**src/design/rhp_pkg.sv**
```systemverilog
// Package with the types and constants of the RTP header parser and loss counter.
`default_nettype none
package rhp_pkg;

    // Default largest datagram, in bytes.
    localparam int unsigned MAX_DATAGRAM_DEF = 2048;

    // Fixed header length, the width of the header end pointer and of the payload count.
    localparam int unsigned FIXED_HEADER = 12;
    localparam int unsigned HEND_W       = 19;
    localparam int unsigned COUNT_W      = 12;

    // Byte offsets of the fixed header fields.
    localparam int unsigned HDR_POS_FLAGS  = 0;
    localparam int unsigned HDR_POS_TYPE   = 1;
    localparam int unsigned HDR_POS_SEQ_HI = 2;
    localparam int unsigned HDR_POS_SEQ_LO = 3;
    localparam int unsigned HDR_POS_TS_3   = 4;
    localparam int unsigned HDR_POS_TS_2   = 5;
    localparam int unsigned HDR_POS_TS_1   = 6;
    localparam int unsigned HDR_POS_TS_0   = 7;

    // Offsets into the extension header of its length word.
    localparam int unsigned EXT_LEN_HI_OFS = 2;
    localparam int unsigned EXT_LEN_LO_OFS = 3;

    // Kind of a result item.
    typedef enum logic [1:0] {
        ITEM_HEADER    = 2'd0,
        ITEM_PAYLOAD   = 2'd1,
        ITEM_MALFORMED = 2'd2
    } t_item_kind;

    // One result item.
    typedef struct packed {
        t_item_kind  item_kind;
        logic [6:0]  payload_type;
        logic [15:0] sequence_number;
        logic [31:0] media_timestamp;
        logic [7:0]  payload_value;
        logic [11:0] payload_count;
        logic [63:0] lost_packets;
        logic        final_item;
    } t_result;

endpackage
`default_nettype wire

```
**src/design/rhp_in_if.sv**
```systemverilog
// Input channel of the RTP header parser: one datagram byte per item.
`default_nettype none
interface rhp_in_if;
    logic       valid;
    logic       ready;
    logic [7:0] data_byte;
    logic       end_of_datagram;

    modport source (output valid, data_byte, end_of_datagram, input ready);
    modport sink   (input valid, data_byte, end_of_datagram, output ready);
endinterface
`default_nettype wire

```
**src/design/rhp_out_if.sv**
```systemverilog
// Output channel of the RTP header parser: header, payload and malformed items.
`default_nettype none
interface rhp_out_if;
    logic                valid;
    logic                ready;
    rhp_pkg::t_item_kind item_kind;
    logic [6:0]          payload_type;
    logic [15:0]         sequence_number;
    logic [31:0]         media_timestamp;
    logic [7:0]          payload_value;
    logic [11:0]         payload_count;
    logic [63:0]         lost_packets;
    logic                final_item;

    modport source (output valid, item_kind, payload_type, sequence_number,
                    media_timestamp, payload_value, payload_count, lost_packets,
                    final_item, input ready);
    modport sink   (input valid, item_kind, payload_type, sequence_number,
                    media_timestamp, payload_value, payload_count, lost_packets,
                    final_item, output ready);
endinterface
`default_nettype wire

```
**src/design/rtp_header_parser_loss_counter.sv**
```systemverilog
// Top level of the RTP header parser with the running packet-loss counter.
//
//  channel | dir | handshake     | payload
//  --------+-----+---------------+------------------------------------------------
//  i_in    | in  | valid/ready   | data_byte, end_of_datagram
//  o_out   | out | valid/ready   | item_kind, payload_type, sequence_number,
//          |     |               | media_timestamp, payload_value, payload_count,
//          |     |               | lost_packets, final_item
//
// One byte is taken in every ready cycle; its result item, if any, enters the
// output queue on the next cycle. The rate is set by the single pass of position
// compare, field capture and the 64-bit saturating add of the loss count.
// A two-entry output queue (output register plus skid register) lets a byte be
// taken while a result waits; input ready drops only when both entries are full.
// Synchronous reset clears the parser state, the loss count and the queue.
`default_nettype none
module rtp_header_parser_loss_counter #(
    parameter int unsigned MAX_DATAGRAM = rhp_pkg::MAX_DATAGRAM_DEF
) (
    input  wire       i_clk,
    input  wire       i_rst_n,
    rhp_in_if.sink    i_in,
    rhp_out_if.source o_out
);
    import rhp_pkg::*;

    // Position counts up to MAX_DATAGRAM; compares are done on a common width.
    localparam int unsigned POS_W = $clog2(MAX_DATAGRAM + 1);
    localparam int unsigned CMP_W = HEND_W + 1;
    localparam logic [CMP_W-1:0] MAX_CMP   = CMP_W'(MAX_DATAGRAM);
    localparam logic [CMP_W-1:0] FIXED_CMP = CMP_W'(FIXED_HEADER);

    // Parser state.
    logic [POS_W-1:0]  r_pos, n_pos;
    logic [HEND_W-1:0] r_hend, n_hend;
    logic              r_ext, n_ext;
    logic [7:0]        r_ext_hi, n_ext_hi;
    logic [6:0]        r_type, n_type;
    logic [15:0]       r_seq, n_seq;
    logic [31:0]       r_ts, n_ts;
    logic [15:0]       r_prev, n_prev;
    logic              r_have_prev, n_have_prev;
    logic [63:0]       r_loss, n_loss;

    // Output queue.
    t_result r_out, n_out;
    logic    r_out_valid, n_out_valid;
    t_result r_skid, n_skid;
    logic    r_skid_valid, n_skid_valid;

    logic    in_fire;
    logic    out_pop;
    logic    res_valid;
    t_result res;

    logic [CMP_W-1:0]  pos_c;
    logic [CMP_W-1:0]  hend_c;
    logic              hdr_done;
    logic              last;
    logic [7:0]        b;
    logic [CMP_W-1:0]  count_c;
    logic [15:0]       loss_add;
    logic [64:0]       loss_sum;
    logic [HEND_W-1:0] ext_bytes;

    assign i_in.ready = !r_skid_valid;
    assign in_fire    = i_in.valid && i_in.ready;
    assign out_pop    = r_out_valid && o_out.ready;

    assign b        = i_in.data_byte;
    assign last     = i_in.end_of_datagram;
    assign pos_c    = CMP_W'(r_pos);
    assign hend_c   = CMP_W'(r_hend);
    assign hdr_done = !r_ext && (pos_c >= hend_c);
    assign count_c  = pos_c - hend_c + CMP_W'(1);

    // Wrapped sequence gap minus one, added with saturation.
    assign loss_add = r_seq - r_prev - 16'd1;
    assign loss_sum = {1'b0, r_loss} + 65'(loss_add);

    // Extension length in bytes: four per word plus the extension's own word.
    assign ext_bytes = HEND_W'({({8'd0, r_ext_hi, b} + 24'd1), 2'b00});

    // Per-byte parsing and result generation.
    always_comb begin
        n_pos       = r_pos;
        n_hend      = r_hend;
        n_ext       = r_ext;
        n_ext_hi    = r_ext_hi;
        n_type      = r_type;
        n_seq       = r_seq;
        n_ts        = r_ts;
        n_prev      = r_prev;
        n_have_prev = r_have_prev;
        n_loss      = r_loss;
        res_valid   = 1'b0;
        res         = '0;
        res.lost_packets = r_loss;

        if (in_fire) begin
            if (pos_c >= MAX_CMP) begin
                // Oversize datagram: bytes are dropped until the end mark.
                if (last) begin
                    if (!hdr_done) begin
                        res_valid      = 1'b1;
                        res.item_kind  = ITEM_MALFORMED;
                        res.final_item = 1'b1;
                    end
                    n_pos    = '0;
                    n_hend   = HEND_W'(FIXED_HEADER);
                    n_ext    = 1'b0;
                    n_ext_hi = '0;
                end
            end else begin
                if (hdr_done) begin
                    // Payload byte.
                    res_valid           = 1'b1;
                    res.item_kind       = ITEM_PAYLOAD;
                    res.payload_type    = r_type;
                    res.sequence_number = r_seq;
                    res.media_timestamp = r_ts;
                    res.payload_value   = b;
                    res.payload_count   = count_c[COUNT_W-1:0];
                    res.final_item      = last;
                end else begin
                    // Capture of the fixed header fields.
                    case (pos_c)
                        CMP_W'(HDR_POS_FLAGS): begin
                            n_hend = HEND_W'(FIXED_HEADER) + HEND_W'({b[3:0], 2'b00});
                            n_ext  = b[4];
                        end
                        CMP_W'(HDR_POS_TYPE):   n_type       = b[6:0];
                        CMP_W'(HDR_POS_SEQ_HI): n_seq[15:8]  = b;
                        CMP_W'(HDR_POS_SEQ_LO): n_seq[7:0]   = b;
                        CMP_W'(HDR_POS_TS_3):   n_ts[31:24]  = b;
                        CMP_W'(HDR_POS_TS_2):   n_ts[23:16]  = b;
                        CMP_W'(HDR_POS_TS_1):   n_ts[15:8]   = b;
                        CMP_W'(HDR_POS_TS_0):   n_ts[7:0]    = b;
                        default: ;
                    endcase

                    // Extension length word; its low byte closes the extension.
                    if (r_ext && pos_c >= FIXED_CMP) begin
                        if (pos_c == hend_c + CMP_W'(EXT_LEN_HI_OFS)) begin
                            n_ext_hi = b;
                        end else if (pos_c == hend_c + CMP_W'(EXT_LEN_LO_OFS)) begin
                            n_hend = r_hend + ext_bytes;
                            n_ext  = 1'b0;
                        end
                    end

                    // Header complete, or datagram cut short inside it.
                    if (!n_ext && (pos_c + CMP_W'(1) == CMP_W'(n_hend))) begin
                        if (r_have_prev) begin
                            n_loss = loss_sum[64] ? '1 : loss_sum[63:0];
                        end
                        n_prev              = r_seq;
                        n_have_prev         = 1'b1;
                        res_valid           = 1'b1;
                        res.item_kind       = ITEM_HEADER;
                        res.payload_type    = r_type;
                        res.sequence_number = r_seq;
                        res.media_timestamp = r_ts;
                        res.lost_packets    = n_loss;
                        res.final_item      = last;
                    end else if (last) begin
                        res_valid      = 1'b1;
                        res.item_kind  = ITEM_MALFORMED;
                        res.final_item = 1'b1;
                    end
                end

                if (last) begin
                    n_pos    = '0;
                    n_hend   = HEND_W'(FIXED_HEADER);
                    n_ext    = 1'b0;
                    n_ext_hi = '0;
                end else begin
                    n_pos = r_pos + POS_W'(1);
                end
            end
        end
    end

    // Two-entry output queue.
    always_comb begin
        n_out        = r_out;
        n_out_valid  = r_out_valid;
        n_skid       = r_skid;
        n_skid_valid = r_skid_valid;
        if (out_pop) begin
            if (r_skid_valid) begin
                n_out        = r_skid;
                n_out_valid  = 1'b1;
                n_skid       = res;
                n_skid_valid = res_valid;
            end else begin
                n_out       = res;
                n_out_valid = res_valid;
            end
        end else if (!r_out_valid) begin
            n_out       = res;
            n_out_valid = res_valid;
        end else if (res_valid) begin
            n_skid       = res;
            n_skid_valid = 1'b1;
        end
    end

    // State registers.
    always_ff @(posedge i_clk) begin
        if (!i_rst_n) begin
            r_pos        <= '0;
            r_hend       <= HEND_W'(FIXED_HEADER);
            r_ext        <= 1'b0;
            r_ext_hi     <= '0;
            r_type       <= '0;
            r_seq        <= '0;
            r_ts         <= '0;
            r_prev       <= '0;
            r_have_prev  <= 1'b0;
            r_loss       <= '0;
            r_out_valid  <= 1'b0;
            r_skid_valid <= 1'b0;
        end else begin
            r_pos        <= n_pos;
            r_hend       <= n_hend;
            r_ext        <= n_ext;
            r_ext_hi     <= n_ext_hi;
            r_type       <= n_type;
            r_seq        <= n_seq;
            r_ts         <= n_ts;
            r_prev       <= n_prev;
            r_have_prev  <= n_have_prev;
            r_loss       <= n_loss;
            r_out_valid  <= n_out_valid;
            r_skid_valid <= n_skid_valid;
        end
    end

    // Payload registers of the output queue.
    always_ff @(posedge i_clk) begin
        r_out  <= n_out;
        r_skid <= n_skid;
    end

    // Output channel.
    assign o_out.valid           = r_out_valid;
    assign o_out.item_kind       = r_out.item_kind;
    assign o_out.payload_type    = r_out.payload_type;
    assign o_out.sequence_number = r_out.sequence_number;
    assign o_out.media_timestamp = r_out.media_timestamp;
    assign o_out.payload_value   = r_out.payload_value;
    assign o_out.payload_count   = r_out.payload_count;
    assign o_out.lost_packets    = r_out.lost_packets;
    assign o_out.final_item      = r_out.final_item;

`ifndef NO_ASSERTIONS
    // The skid entry is only filled behind a waiting output entry.
    a_skid_behind_out: assert property (@(posedge i_clk) disable iff (!i_rst_n)
        r_skid_valid |-> r_out_valid)
        else $error("skid entry valid while output entry is empty");

    // The loss count never goes down outside reset.
    a_loss_monotonic: assert property (@(posedge i_clk) disable iff (!i_rst_n)
        $past(i_rst_n) |-> (r_loss >= $past(r_loss)))
        else $error("loss count decreased");

    // A malformed item always closes its datagram.
    a_malformed_final: assert property (@(posedge i_clk) disable iff (!i_rst_n)
        (r_out_valid && r_out.item_kind == ITEM_MALFORMED) |-> r_out.final_item)
        else $error("malformed item without final mark");

    // The byte position never passes the datagram limit.
    a_pos_bounded: assert property (@(posedge i_clk) disable iff (!i_rst_n)
        $past(i_rst_n) |-> (pos_c <= MAX_CMP))
        else $error("byte position beyond datagram limit");
`endif

endmodule
`default_nettype wire
```
**src/flat_wrapper.sv**
```systemverilog
// flat-port wrapper written by rule: the top's interface ports become plain ports
module rtp_header_parser_loss_counter_flat import rhp_pkg::*;
#(
    parameter int unsigned MAX_DATAGRAM = rhp_pkg::MAX_DATAGRAM_DEF
)
  (i_clk, i_rst_n, i_in_valid, i_in_data_byte, i_in_end_of_datagram, i_in_ready, o_out_valid, o_out_item_kind, o_out_payload_type, o_out_sequence_number, o_out_media_timestamp, o_out_payload_value, o_out_payload_count, o_out_lost_packets, o_out_final_item, o_out_ready);
  rhp_in_if i_in_i ();
  rhp_out_if o_out_i ();
  input  wire i_clk;
  input  wire i_rst_n;
  input wire logic [$bits(i_in_i.valid)-1:0] i_in_valid;
  input wire logic [$bits(i_in_i.data_byte)-1:0] i_in_data_byte;
  input wire logic [$bits(i_in_i.end_of_datagram)-1:0] i_in_end_of_datagram;
  output wire logic [$bits(i_in_i.ready)-1:0] i_in_ready;
  output wire logic [$bits(o_out_i.valid)-1:0] o_out_valid;
  output wire logic [$bits(o_out_i.item_kind)-1:0] o_out_item_kind;
  output wire logic [$bits(o_out_i.payload_type)-1:0] o_out_payload_type;
  output wire logic [$bits(o_out_i.sequence_number)-1:0] o_out_sequence_number;
  output wire logic [$bits(o_out_i.media_timestamp)-1:0] o_out_media_timestamp;
  output wire logic [$bits(o_out_i.payload_value)-1:0] o_out_payload_value;
  output wire logic [$bits(o_out_i.payload_count)-1:0] o_out_payload_count;
  output wire logic [$bits(o_out_i.lost_packets)-1:0] o_out_lost_packets;
  output wire logic [$bits(o_out_i.final_item)-1:0] o_out_final_item;
  input wire logic [$bits(o_out_i.ready)-1:0] o_out_ready;
  assign i_in_i.valid = i_in_valid;
  assign i_in_i.data_byte = i_in_data_byte;
  assign i_in_i.end_of_datagram = i_in_end_of_datagram;
  assign i_in_ready = i_in_i.ready;
  assign o_out_valid = o_out_i.valid;
  assign o_out_item_kind = o_out_i.item_kind;
  assign o_out_payload_type = o_out_i.payload_type;
  assign o_out_sequence_number = o_out_i.sequence_number;
  assign o_out_media_timestamp = o_out_i.media_timestamp;
  assign o_out_payload_value = o_out_i.payload_value;
  assign o_out_payload_count = o_out_i.payload_count;
  assign o_out_lost_packets = o_out_i.lost_packets;
  assign o_out_final_item = o_out_i.final_item;
  assign o_out_i.ready = o_out_ready;
  rtp_header_parser_loss_counter #(.MAX_DATAGRAM(MAX_DATAGRAM)) u_core (.i_clk(i_clk), .i_rst_n(i_rst_n), .i_in(i_in_i), .o_out(o_out_i));
endmodule
```
**config.mk**
```make
export PLATFORM = sky130hd
export DESIGN_NAME = rtp_header_parser_loss_counter_flat
export DESIGN_NICKNAME = d
export VERILOG_FILES = /design/src/design/rhp_pkg.sv /design/src/design/rhp_in_if.sv /design/src/design/rhp_out_if.sv /design/src/design/rtp_header_parser_loss_counter.sv /design/src/flat_wrapper.sv
export SDC_FILE = /design/constraint.sdc
export NUM_CORES = 1
export LEC_CHECK = 0
export ABC_CLOCK_PERIOD_IN_PS = 13000
export BUFFER_PORTS_ARGS = -buffer_cell sky130_fd_sc_hd__buf_2
export CAP_MARGIN = 10
export CORE_ASPECT_RATIO = 0.6
export CORE_MARGIN = 3
export CORE_UTILIZATION = 45
export DETAILED_ROUTE_END_ITERATION = 6
export PLACE_DENSITY = 0.66
export SETUP_SLACK_MARGIN = 0.4
export SLEW_MARGIN = 10
export SYNTH_ARGS = -nofsm -noshare
export SYNTH_HDL_FRONTEND = slang
export SYNTH_SLANG_ARGS = --single-unit
```
**constraint.sdc**
```tcl
create_clock -name i_clk -period 13 [get_ports i_clk]
set_input_delay 1.3 -clock i_clk [delete_from_list [all_inputs] [get_ports i_clk]]
set_output_delay 1.3 -clock i_clk [all_outputs]
set_load 0.01 [all_outputs]
```
Word level (Yosys, flattened, before mapping):

Cells that the tools add are included.

* add/subtract/negate cells: 12
* $lt $le $gt $ge: 3
* eq/ne operators: 14
* muxes and demuxes: 69
* bitwise logic cells: 2
* reductions and logical operators: 27

Operator list (count)
* 142-bit two-way mux: 8
* 64-bit two-way mux: 4
* 19-bit two-way mux: 11
* 139-bit two-way mux: 1
* 64-bit by 16-bit adder with 65-bit output: 1
* 57-bit two-way mux: 1
* 55-bit two-way mux: 1
* 12-bit by 3-bit equality test with 1-bit output (second input constant): 4
* 8-bit two-way mux: 6
* 19-bit by 2-bit adder with 20-bit output (second input constant): 2
* 12-bit by 20-bit equality test with 1-bit output: 2
* 12-bit two-way mux: 3
* 4-bit AND reduction: 8
* 1-bit two-way mux: 28
* 12-bit by 1-bit adder with 12-bit output (second input constant): 2
* 12-bit by 2-bit equality test with 1-bit output (second input constant): 2
* 20-bit by 19-bit equality test with 1-bit output: 1
* 20-bit zero test: 1
* 20-bit two-way mux: 1
* 19-bit adder: 1
* 12-bit by 19-bit greater-or-equal comparator with 1-bit output: 1
* 16-bit by 1-bit adder with 17-bit output (second input constant): 1
* 16-bit by 1-bit subtractor with 16-bit output (second input constant): 1
* 16-bit subtractor: 1
* other kinds (16): 35

* register bits: 462
* input port bits: 13
* output and inout port bits: 144
* word-level logic and storage cells: 159

Logic depth before layout (Yosys ltp):

Gate-level depths: netlist of run 1.

* depth after elaboration: 17
* mapped depth: 26

Least setup slack after synthesis of run 1:

No wires, ideal clock.

* path kind: input to register
* start point: in i_in_data_byte[0]
* end point: reg u_core.r_skid[0] in the netlist's numbering (enable)
* library setup time: 514 ps
* arrival: 8493 ps
* required time: 12486 ps
* slack: 3993 ps
* cell stages on the path: 20
* path through: clkbuf_1 -> inv_1 -> nor2_1 -> nand4_1 -> xnor2_1 -> ha_1 -> and3_1 -> clkbuf_1 -> nand3_1 -> a211oi_1 -> or4_1 -> nand3_1 -> nor4b_1 -> a31oi_1 -> nor4b_1 -> and4b_1 -> clkbuf_1 -> nand2b_1 -> a2111oi_0 -> o21a_1

* word-level cells in the longest chain between the ends: 16
* elaborated cells between the ends (all ways): 18
* those cells by class: 3 x add/sub; 1 x eq/ne; 11 x mux; 3 x reduce/logical

RTL lines
* start, declared: RTL line flat_wrapper.sv:12 `input wire logic [$bits(i_in_i.data_byte)-1:0] i_in_data_byte;`
* 16-bit by 1-bit adder with 17-bit output or 4-bit by 6-bit adder with 7-bit output (tied branches): RTL line rtp_header_parser_loss_counter.sv:82, rtp_header_parser_loss_counter.sv:129
* 19-bit adder or 19-bit two-way mux (tied branches): RTL line rtp_header_parser_loss_counter.sv:147, rtp_header_parser_loss_counter.sv:127
* 19-bit two-way mux: RTL line rtp_header_parser_loss_counter.sv:146 `end else if (pos_c == hend_c + CMP_W'(EXT_LEN_LO_OFS)) begin`
* 19-bit two-way mux: RTL line rtp_header_parser_loss_counter.sv:144 `if (pos_c == hend_c + CMP_W'(EXT_LEN_HI_OFS)) begin`
* 19-bit two-way mux *: RTL line rtp_header_parser_loss_counter.sv:143 `if (r_ext && pos_c >= FIXED_CMP) begin`
* 19-bit two-way mux *: RTL line rtp_header_parser_loss_counter.sv:115 `if (hdr_done) begin`
* 19-bit two-way mux *: RTL line rtp_header_parser_loss_counter.sv:101 `if (pos_c >= MAX_CMP) begin`
* 19-bit two-way mux *: RTL line rtp_header_parser_loss_counter.sv:100 `if (in_fire) begin`
* 20-bit by 19-bit equality test with 1-bit output *: RTL line rtp_header_parser_loss_counter.sv:153 `if (!n_ext && (pos_c + CMP_W'(1) == CMP_W'(n_hend))) begin`
* 1-bit logical AND *: RTL line rtp_header_parser_loss_counter.sv:153
* 1-bit two-way mux *: RTL line rtp_header_parser_loss_counter.sv:153
* 1-bit two-way mux *: RTL line rtp_header_parser_loss_counter.sv:115
* 1-bit two-way mux *: RTL line rtp_header_parser_loss_counter.sv:101
* 1-bit two-way mux *: RTL line rtp_header_parser_loss_counter.sv:100
* 2-bit nonzero test (no line) *
* 3-bit AND reduction (no line) *
* end signal, assigned: RTL line rtp_header_parser_loss_counter.sv:244 `r_skid <= n_skid;`
* end, declared: RTL line rtp_header_parser_loss_counter.sv:48 `t_result r_skid, n_skid;`

Mark *: on every way between the ends. The rest lies on a longest branch, timed or not. The select of a mux whose other input is x is not followed.
A chain may end at the register's enable or synchronous reset.

Worst setup path in the final report of run 1:

* start point: in i_in_data_byte[4]
* end point: reg u_core.r_skid[97] in the netlist's numbering (enable)

* word-level cells in the longest chain between the ends: 16
* elaborated cells between the ends (all ways): 24
* those cells by class: 2 x add/sub; 1 x eq/ne; 17 x mux; 4 x reduce/logical

RTL lines
* 16-bit by 1-bit adder with 17-bit output: RTL line rtp_header_parser_loss_counter.sv:82 `assign ext_bytes = HEND_W'({({8'd0, r_ext_hi, b} + 24'd1), 2'b00});`
* 19-bit adder: RTL line rtp_header_parser_loss_counter.sv:147 `n_hend = r_hend + ext_bytes;`
* 19-bit two-way mux: RTL line rtp_header_parser_loss_counter.sv:146
* 19-bit two-way mux: RTL line rtp_header_parser_loss_counter.sv:144
* 19-bit two-way mux: RTL line rtp_header_parser_loss_counter.sv:143
* 19-bit two-way mux: RTL line rtp_header_parser_loss_counter.sv:115
* 19-bit two-way mux: RTL line rtp_header_parser_loss_counter.sv:101
* 19-bit two-way mux: RTL line rtp_header_parser_loss_counter.sv:100
* 20-bit by 19-bit equality test with 1-bit output: RTL line rtp_header_parser_loss_counter.sv:153
* 1-bit logical AND *: RTL line rtp_header_parser_loss_counter.sv:153
* 1-bit two-way mux *: RTL line rtp_header_parser_loss_counter.sv:153
* 1-bit two-way mux *: RTL line rtp_header_parser_loss_counter.sv:115
* 1-bit two-way mux *: RTL line rtp_header_parser_loss_counter.sv:101
* 1-bit two-way mux *: RTL line rtp_header_parser_loss_counter.sv:100
* 2-bit nonzero test (no line) *
* 3-bit AND reduction (no line) *

Marked as above.

==> flow_summary_export.csv, run 1 <==
group,metric,value,unit
clock_network,clk_latency,0.59,ns
floorplan,die-area,56900,µm²
setup_path,critPathMostFrequentCell,"and3_1",
clock_network,cts_resized,0,
route,drc,0,
floorplan,ioPinCount,157,
route,wl_per_cell,23.4,µm
yosys,dominantRegCellSynth,"edfxtp_1",
floorplan,die_x,306,µm
setup_path,timing.rr.end,"u_core.r_skid[97]$_DFFE_PP_",
power_and_ir_drop,seqPwrFrac,0.502,
clock_network,cts-buffers-inserted,45,
sta,slew_headroom,0.131,
sta,hold_viol,0,
clock_network,clk_pin_slew,0.06,ns
sta,final_max_slew_viol_count,0,
sta,whs,0.452,ns
power_and_ir_drop,comb_power_share,0.059,
sta,worst_slew_pin_slew,1.29,ns
yosys,async_reset_ff_frac,0,
clock_network,clockRootBuffer,"clkbuf_16",
yosys,synth_top_area_cell,"edfxtp_1",
global_route,grtUsageTotal,0.262,
clock_network,clkSinkCount,462,
setup_path,startpoint,"i_in_data_byte[4]",
setup_path,critPathMaxStageDelay,0.93,ns
global_route,gr-usage-met2,0.366,
route,drt_wl_total,76300,µm
route,antenna_violating_nets_post_route,0,
setup_path,arrival,8.68,ns
global_route,grt_max_degree,87,
setup_path,r2r_cells,16,
power_and_ir_drop,p_leak,10.9,nW
min_path,hold_start,"u_core.r_prev[8]$_SDFFE_PN0P_",
setup_path,path_class,"in2reg",
place,place.gp.congestion,0.996,
global_route,grt-ovfl-total,0,
yosys,synth-edff-count,284,
yosys,synthTopCellsByArea,"edfxtp_1 35%, dfxtp_1 15%, ha_1 4.2%",
setup_path,critPathLaunchType,"input port",
sta,period_share,0.651,
final_layout,drive_gt1_frac,0.125,
job,drv_cap,0,
setup_path,worstPathCellList,"buf_2 > and3_1 > and3_1 > and4_1 > and3_1 > nand2_1 > xnor2_1 > ha_1 > and2_1 > nand3_1 > a211oi_1 > or4_1 > nand3_1 > nor4b_1 > a31oi_1 > nor4b_1 > and4b_1 > buf_4 > nand2b_1 > a2111oi_0 > o21a_4 > buf_4",
setup_path,r2r_slack,5.15,ns
global_route,grt_pass1_wl,115000,µm
global_route,grt.busiest_layer,"met1",
final_layout,finalNetCount,2628,
power_and_ir_drop,ir_drop,90.4,µV
global_route,use_met3,0.0773,
final_layout,nFillCells,4792,
final_layout,area_delta_synth_final,11.9,%
sta,setup-violations-final,0,
final_layout,n_antenna_cell,0,
yosys,ys_ff_latch,462,
setup_path,crit_path_end_kind,"register",
clock_network,cts_setup_buffers,0,
sta,fmax,0.118,GHz
setup_path,worstPathRequired,13.21,ns
route,vias_per_cell,6.11,
clock_network,cts_tree,"done",
yosys,synthCells,2445,
sta,fin_skew,0.0381,ns
floorplan,die_h,186,µm
yosys,yosys_warnings,0,
setup_path,r2r_start,"u_core.r_hend[1]$_SDFFE_PN0P_",
clock_network,cts_hold_buf,0,
yosys,synth.yosys.seq_area_share,0.497,
floorplan,core-area,52900,µm²
clock_network,htreeDepth,2,
min_path,worstHoldPathCells,2,
power_and_ir_drop,internal_power,2.40,mW
power_and_ir_drop,power.density,116,nW/µm²
power_and_ir_drop,pwr-share-clk,0.439,
setup_path,critical_path.max_fanout,69,
final_layout,final_core_util,0.514,
outcome,status,"finished, final reports clean",
floorplan,num_rows,65,
place,dp_hpwl,53000,µm
setup_path,crit_slowest_cell,"o21a_4",
sta,rsz0062_at_grt,"false",
yosys,synth_fp_nets,2548,
power_and_ir_drop,p_sw,0.748,mW
global_route,antenna_found_initial,2,
yosys,avgSynthCellArea,9.94,µm²
min_path,holdCritPathClass,"reg2reg",
clock_network,cts_buffer_depth,3,
global_route,met1_usage,0.399,
sta,final.setup.tns,0,ns
power_and_ir_drop,p_sw_frac,0.237,
yosys,ys_types,83,
min_path,min_to,"u_core.r_prev[8]$_SDFFE_PN0P_",
global_route,grt_pass1_vias,18700,
yosys,syn_area,24300,µm²
route,drt_iter0_markers,2400,
yosys,yosysTopAreaCellShare,0.351,
route,vias,20000,
floorplan,initial_core_util,0.459,
route,first_pass_iters,6,
sta,finalCriticalPeriod,8.47,ns
place,portBuffers,156,
cell families (layout without fill, tap and decap cells):
| group | Yosys count | count (layout) | synth area share |
|---|---|---|---|
| multiplexers | 50 | 50 | 0.0218 |
| XOR/XNOR | 117 | 117 | 0.0433 |
| flip-flops | 462 | 462 | 0.497 |
| adder cells (fa/ha/maj) | 90 | 90 | 0.0488 |
| AND/OR/NAND/NOR | 892 | 892 | 0.183 |
| AO/OA/AOI/OAI | 598 | 598 | 0.167 |
| buffers and inverters | 236 | 353 | 0.0381 |
synth_stat cells (all sizes together), types with 12 or more instances:
cell and n:
xnor2 92, buf 27, a22oi 23, a211oi 34
nand2b 14, o21bai 18, or4 15, mux2i 27
or3 12, a22o 57, nand4 29, mux2 23
o21ai 71, and2 97, nor4 31, edfxtp 284
clkbuf 124, dfxtp 178, nand3 111, nand2 235
nor3 60, and3 42, a21oi 155, a31oi 55
inv 85, nor2 201, xor2 23, o31ai 18
ha 82, o211ai 16, a21o 43, o21a 18
final cells by class:
cell class | count | area [µm²] | area share
flip-flops and latches | 462 | 12100 | 0.444
multi-input cells | 1747 | 11300 | 0.417
clock buffers | 56 | 1230 | 0.0451
repair buffers | 184 | 1010 | 0.0372
well taps | 703 | 880 | 0.0323
clock inverters | 28 | 334 | 0.0123
inverters | 85 | 324 | 0.0119
power groups by stage:
stage / combinational [mW] / sequential [mW] / clock (mW)
floorplan: 0.101 / 1.62 / 0
global placement: 0.178 / 1.61 / 0
detailed placement: 0.180 / 1.61 / 0
CTS: 0.181 / 1.58 / 1.41
global route: 0.199 / 1.58 / 1.47
finish: 0.186 / 1.58 / 1.38
cells in the final DEF (no fill, tap or decap), types with 18 or more instances in the layout:
| cell | synthesis | final |
|---|---|---|
| ha_1 | 82 | 82 |
| a31oi_1 | 55 | 55 |
| nand4_1 | 29 | 29 |
| o21ai_0 | 67 | 67 |
| a211oi_1 | 34 | 34 |
| a21oi_1 | 155 | 154 |
| mux2i_1 | 27 | 27 |
| xor2_1 | 23 | 23 |
| and2_1 | 97 | 97 |
| clkbuf_16 | 0 | 45 |
| o21bai_1 | 18 | 18 |
| xnor2_1 | 92 | 92 |
| buf_2 | 23 | 156 |
| a22oi_1 | 23 | 23 |
| mux2_2 | 23 | 23 |
| a22o_1 | 57 | 57 |
| nand3_1 | 109 | 108 |
| nor4_1 | 28 | 28 |
| nand2_1 | 235 | 235 |
| nor2_1 | 200 | 198 |
| nor3_1 | 57 | 57 |
| a21o_1 | 43 | 43 |
| edfxtp_1 | 284 | 284 |
| and3_1 | 42 | 41 |
| inv_1 | 84 | 84 |
| dfxtp_1 | 178 | 178 |
| buf_4 | 1 | 27 |
| o31ai_1 | 18 | 18 |
worst max-delay path: cells and delay by family:
family | cells | cell delay [ns]
xor+xnor | 1 | 0.15
buf+inv | 3 | 1.45
simple gates | 13 | 3.27
compound gates | 4 | 2.11
fa+ha+maj | 1 | 0.33
metrics by stage:
stage / std cells / total power, mW / setup WS, ns / cell area [µm²]
detailed placement: 3180 / 1.79 / 4.12 / 25600
CTS: 3264 / 3.17 / 4.71 / 27200
floorplan: 2445 / 1.72 / 3.99 / 24300
global route: 3265 / 3.25 / 4.11 / 27200
global placement: 3180 / 1.79 / 4.41 / 25600
finish: 3265 / 3.15 / 4.53 / 27200
worst max path at each step:
stage                             endpoint  slack (ns)  cells after the start
2_1_floorplan   u_core.r_skid[0]$_DFFE_PP_        3.99                     20
3_3_place_gp   u_core.r_skid[93]$_DFFE_PP_        4.41                     22
3_5_place_dp   u_core.r_skid[97]$_DFFE_PP_        4.12                     22
4_1_cts        u_core.r_skid[93]$_DFFE_PP_        4.71                     22
5_1_grt        u_core.r_skid[97]$_DFFE_PP_        4.11                     20
6_report       u_core.r_skid[97]$_DFFE_PP_        4.53                     22
state kept, by name, summed over array words and instances (netlist names):
signal / flops
u_core.r_prev: 16
u_core.o_out.valid: 1
u_core.o_out.media_timestamp: 32
u_core.o_out.lost_packets: 64
u_core.o_out.payload_type: 7
u_core.r_skid: 142
u_core.r_hend: 19
u_core.o_out.item_kind: 2
u_core.r_seq: 16
u_core.r_have_prev: 1
u_core.o_out.sequence_number: 16
u_core.r_ext: 1
u_core.r_pos: 12
u_core.o_out.payload_count: 12
u_core.r_loss: 64
u_core.o_out.payload_value: 8
u_core.r_ext_hi: 8
u_core.r_skid_valid: 1
u_core.r_type: 7
u_core.r_ts: 32
u_core.o_out.final_item: 1
per-layer routing:
metal,wire (µm),vias up
met1,36300,9693
li1,-,9168
met2,30100,984
met4,1540,0
met3,8410,111
met5,0,-
Power figures use the tool's default switching activity.
==> run 2: changes to the inputs <==
--- a/config.mk
+++ b/config.mk
@@ -5,7 +5,7 @@
 export SDC_FILE = /design/constraint.sdc
 export NUM_CORES = 1
 export LEC_CHECK = 0
-export ABC_CLOCK_PERIOD_IN_PS = 13000
+export ABC_CLOCK_PERIOD_IN_PS = 8800
 export BUFFER_PORTS_ARGS = -buffer_cell sky130_fd_sc_hd__buf_2
 export CAP_MARGIN = 10
 export CORE_ASPECT_RATIO = 0.6
==> constraint.sdc (replaced) <==
create_clock -name i_clk -period 8.8 [get_ports i_clk]
set_input_delay 0.88 -clock i_clk [delete_from_list [all_inputs] [get_ports i_clk]]
set_output_delay 0.88 -clock i_clk [all_outputs]
set_load 0.01 [all_outputs]
==> run 2 against run 1 <==
Net effect: clock skew decreased by 0.023 ns; final area increased by 0.29%; register-to-register slack got worse by 3.3 ns; routed wire length increased by 1.2%; setup slack got worse by 2.7 ns; critical endpoint is now u_core.o_out.media_timestamp[16]$_DFFE_PP_; largest cell class unchanged; highest routed layer unchanged.
==> flow_summary_export.csv, run 2 (synthesis gave the netlist of run 1 again) <==
group,metric,value,unit
outcome,status,"finished, final reports clean",
setup_path,r2r_slack,1.85,ns
final_layout,final_common_cell,"edfxtp_1",
sta,slew_headroom,0.232,
setup_path,crit_slowest_cell,"a21oi_4",
power_and_ir_drop,p_leak,10.9,nW
setup_path,critPathLaunchType,"register",
setup_path,critPathMostFrequentCell,"nand2_1",
sta,rsz0062_at_grt,"false",
global_route,grt_max_degree,137,
setup_path,r2r_cells,15,
clock_network,cts_buffer_depth,3,
final_layout,instances_no_fill,3276,
final_layout,area_delta_synth_final,12.3,%
sta,finalCriticalPeriod,6.95,ns
route,first_pass_iters,6,
setup_path,cp_top_family,"simple AND/OR/NAND/NOR gates",
setup_path,worstPathCellList,"inv_1 > ha_1 > a21oi_1 > xnor2_1 > nand2_1 > or4b_1 > or4_4 > nor2_2 > a2111oi_0 > or4b_4 > nor4_4 > nand2_1 > a21oi_4 > buf_4 > a22o_1",
place,dp_hpwl,54200,µm
setup_path,crit_path_end_kind,"register",
route,drt_iter0_markers,2325,
final_layout,finalNetCount,2639,
min_path,min_to,"u_core.r_prev[6]$_SDFFE_PN0P_",
clock_network,cts_resized,0,
setup_path,critPathMaxStageDelay,0.84,ns
sta,fmax,0.144,GHz
final_layout,n_antenna_cell,0,
floorplan,die_h,186,µm
route,drc,0,
min_path,hold_start,"u_core.r_prev[6]$_SDFFE_PN0P_",
global_route,antenna_found_initial,1,
clock_network,cts_tree,"done",
min_path,worstHoldPathCells,2,
route,vias,20100,
floorplan,num_rows,65,
clock_network,clk_pin_slew,0.07,ns
power_and_ir_drop,p_sw_frac,0.234,
final_layout,mostFrequentLayoutCells,"284 x edfxtp_1, 235 x nand2_1, 198 x nor2_1, 178 x dfxtp_1, 156 x buf_2",
setup_path,arrival,7.38,ns
sta,setup-violations-final,0,
sta,final.setup.tns,0,ns
power_and_ir_drop,internal_power,3.56,mW
setup_path,r2r_start,"u_core.r_hend[1]$_SDFFE_PN0P_",
route,antenna_violating_nets_post_route,0,
global_route,grt_pass1_wl,116000,µm
setup_path,timing.rr.end,"u_core.o_out.media_timestamp[16]$_DFFE_PP_",
sta,final_max_slew_viol_count,0,
sta,worst_slew_pin_slew,1.14,ns
sta,hold_viol,0,
final_layout,final_core_util,0.515,
clock_network,clockRootBuffer,"clkbuf_16",
clock_network,htreeDepth,2,
power_and_ir_drop,power.density,170,nW/µm²
power_and_ir_drop,p_sw,1.09,mW
setup_path,path_class,"reg2reg",
clock_network,cts_setup_buffers,0,
global_route,grt-ovfl-total,0,
route,drt_wl_total,77200,µm
sta,period_share,0.789,
clock_network,clkSinkCount,462,
global_route,grtUsageTotal,0.266,
route,wl_per_cell,23.6,µm
floorplan,die_x,306,µm
route,vias_per_cell,6.14,
power_and_ir_drop,pwr-share-clk,0.439,
clock_network,cts_hold_buf,0,
min_path,holdCritPathClass,"reg2reg",
floorplan,initial_core_util,0.459,
power_and_ir_drop,comb_power_share,0.059,
job,drv_cap,0,
setup_path,critical_path.max_fanout,28,
final_layout,drive_gt1_frac,0.127,
place,place.gp.congestion,1.01,
final_layout,largest_register_ffs,142,
floorplan,ioPinCount,157,
place,portBuffers,156,
power_and_ir_drop,seqPwrFrac,0.503,
clock_network,cts-buffers-inserted,46,
global_route,grt_pass1_vias,18600,
power_and_ir_drop,ir_drop,126,µV
sta,fin_skew,0.0154,ns
setup_path,cp_num_buf_inv,2,
floorplan,die-area,56900,µm²
final_layout,largest_register,"u_core.r_skid",
clock_network,clk_latency,0.58,ns
place,dpl.cell_count,3191,
setup_path,worstPathRequired,9.24,ns
floorplan,core-area,52900,µm²
[run 2: power by group through the flow]
stage / clock network [mW] / registers (mW) / logic [mW]
2_1_floorplan: 0 / 2.40 / 0.149
3_3_place_gp: 0 / 2.38 / 0.262
3_5_place_dp: 0 / 2.38 / 0.266
4_1_cts: 2.08 / 2.34 / 0.267
5_1_grt: 2.17 / 2.34 / 0.293
6_report: 2.04 / 2.34 / 0.272
[run 2: worst max-delay path by stage]
| stage | from | endpoint | slack (ns) | cells after the start |
|---|---|---|---|---|
| after CTS | u_core.r_hend[1]$_SDFFE_PN0P_ | u_core.o_out.media_timestamp[16]$_DFFE_PP_ | 1.99 | 15 |
| after floorplan | i_in_data_byte[0] | u_core.r_skid[0]$_DFFE_PP_ | 1.67 | 20 |
| after detailed placement | i_in_data_byte[4] | u_core.r_skid[103]$_DFFE_PP_ | 1.55 | 21 |
| after global routing | u_core.r_hend[1]$_SDFFE_PN0P_ | u_core.o_out.media_timestamp[16]$_DFFE_PP_ | 1.50 | 15 |
| final | u_core.r_hend[1]$_SDFFE_PN0P_ | u_core.o_out.media_timestamp[16]$_DFFE_PP_ | 1.85 | 15 |
| after global placement | i_in_data_byte[4] | u_core.r_skid[98]$_DFFE_PP_ | 1.69 | 21 |
[run 2: final cells by class]
| cell class | instances | area [µm²] |
|---|---|---|
| inverters | 85 | 324 |
| clock inverters | 20 | 220 |
| well taps | 703 | 880 |
| multi-input cells | 1747 | 11300 |
| fillers | 4771 | 25700 |
| flip-flops and latches | 462 | 12100 |
| clock buffers | 65 | 1350 |
| repair buffers | 194 | 1090 |
[run 2: through the flow]
step	power, mW	instance area (µm²)	hold slack (ns)	setup slack (ns)
after detailed placement	2.65	25700	0.447	1.55
after floorplan	2.54	24300	0.432	1.67
final	4.65	27300	0.452	1.85
after CTS	4.69	27300	0.455	1.99
after global routing	4.81	27300	0.483	1.50
after global placement	2.65	25700	0.439	1.69
[run 2: routing by layer]
metal	GRT usage	routed length (µm)	vias up
met5	0	0	-
li1	-	-	9199
met1	0.416	37000	9807
met4	0.0643	1750	0
met2	0.368	30600	993
met3	0.0579	7850	129
[run 2: worst reg2reg max path, cell delays in order, from the launching register on]
cell	delay, ns
dfxtp_1	0.59
inv_1	0.16
ha_1	0.23
a21oi_1	0.67
xnor2_1	0.21
nand2_1	0.13
or4b_1	0.58
or4_4	0.50
nor2_2	0.60
a2111oi_0	0.36
or4b_4	0.62
nor4_4	0.49
nand2_1	0.24
a21oi_4	0.84
buf_4	0.41
a22o_1	0.19
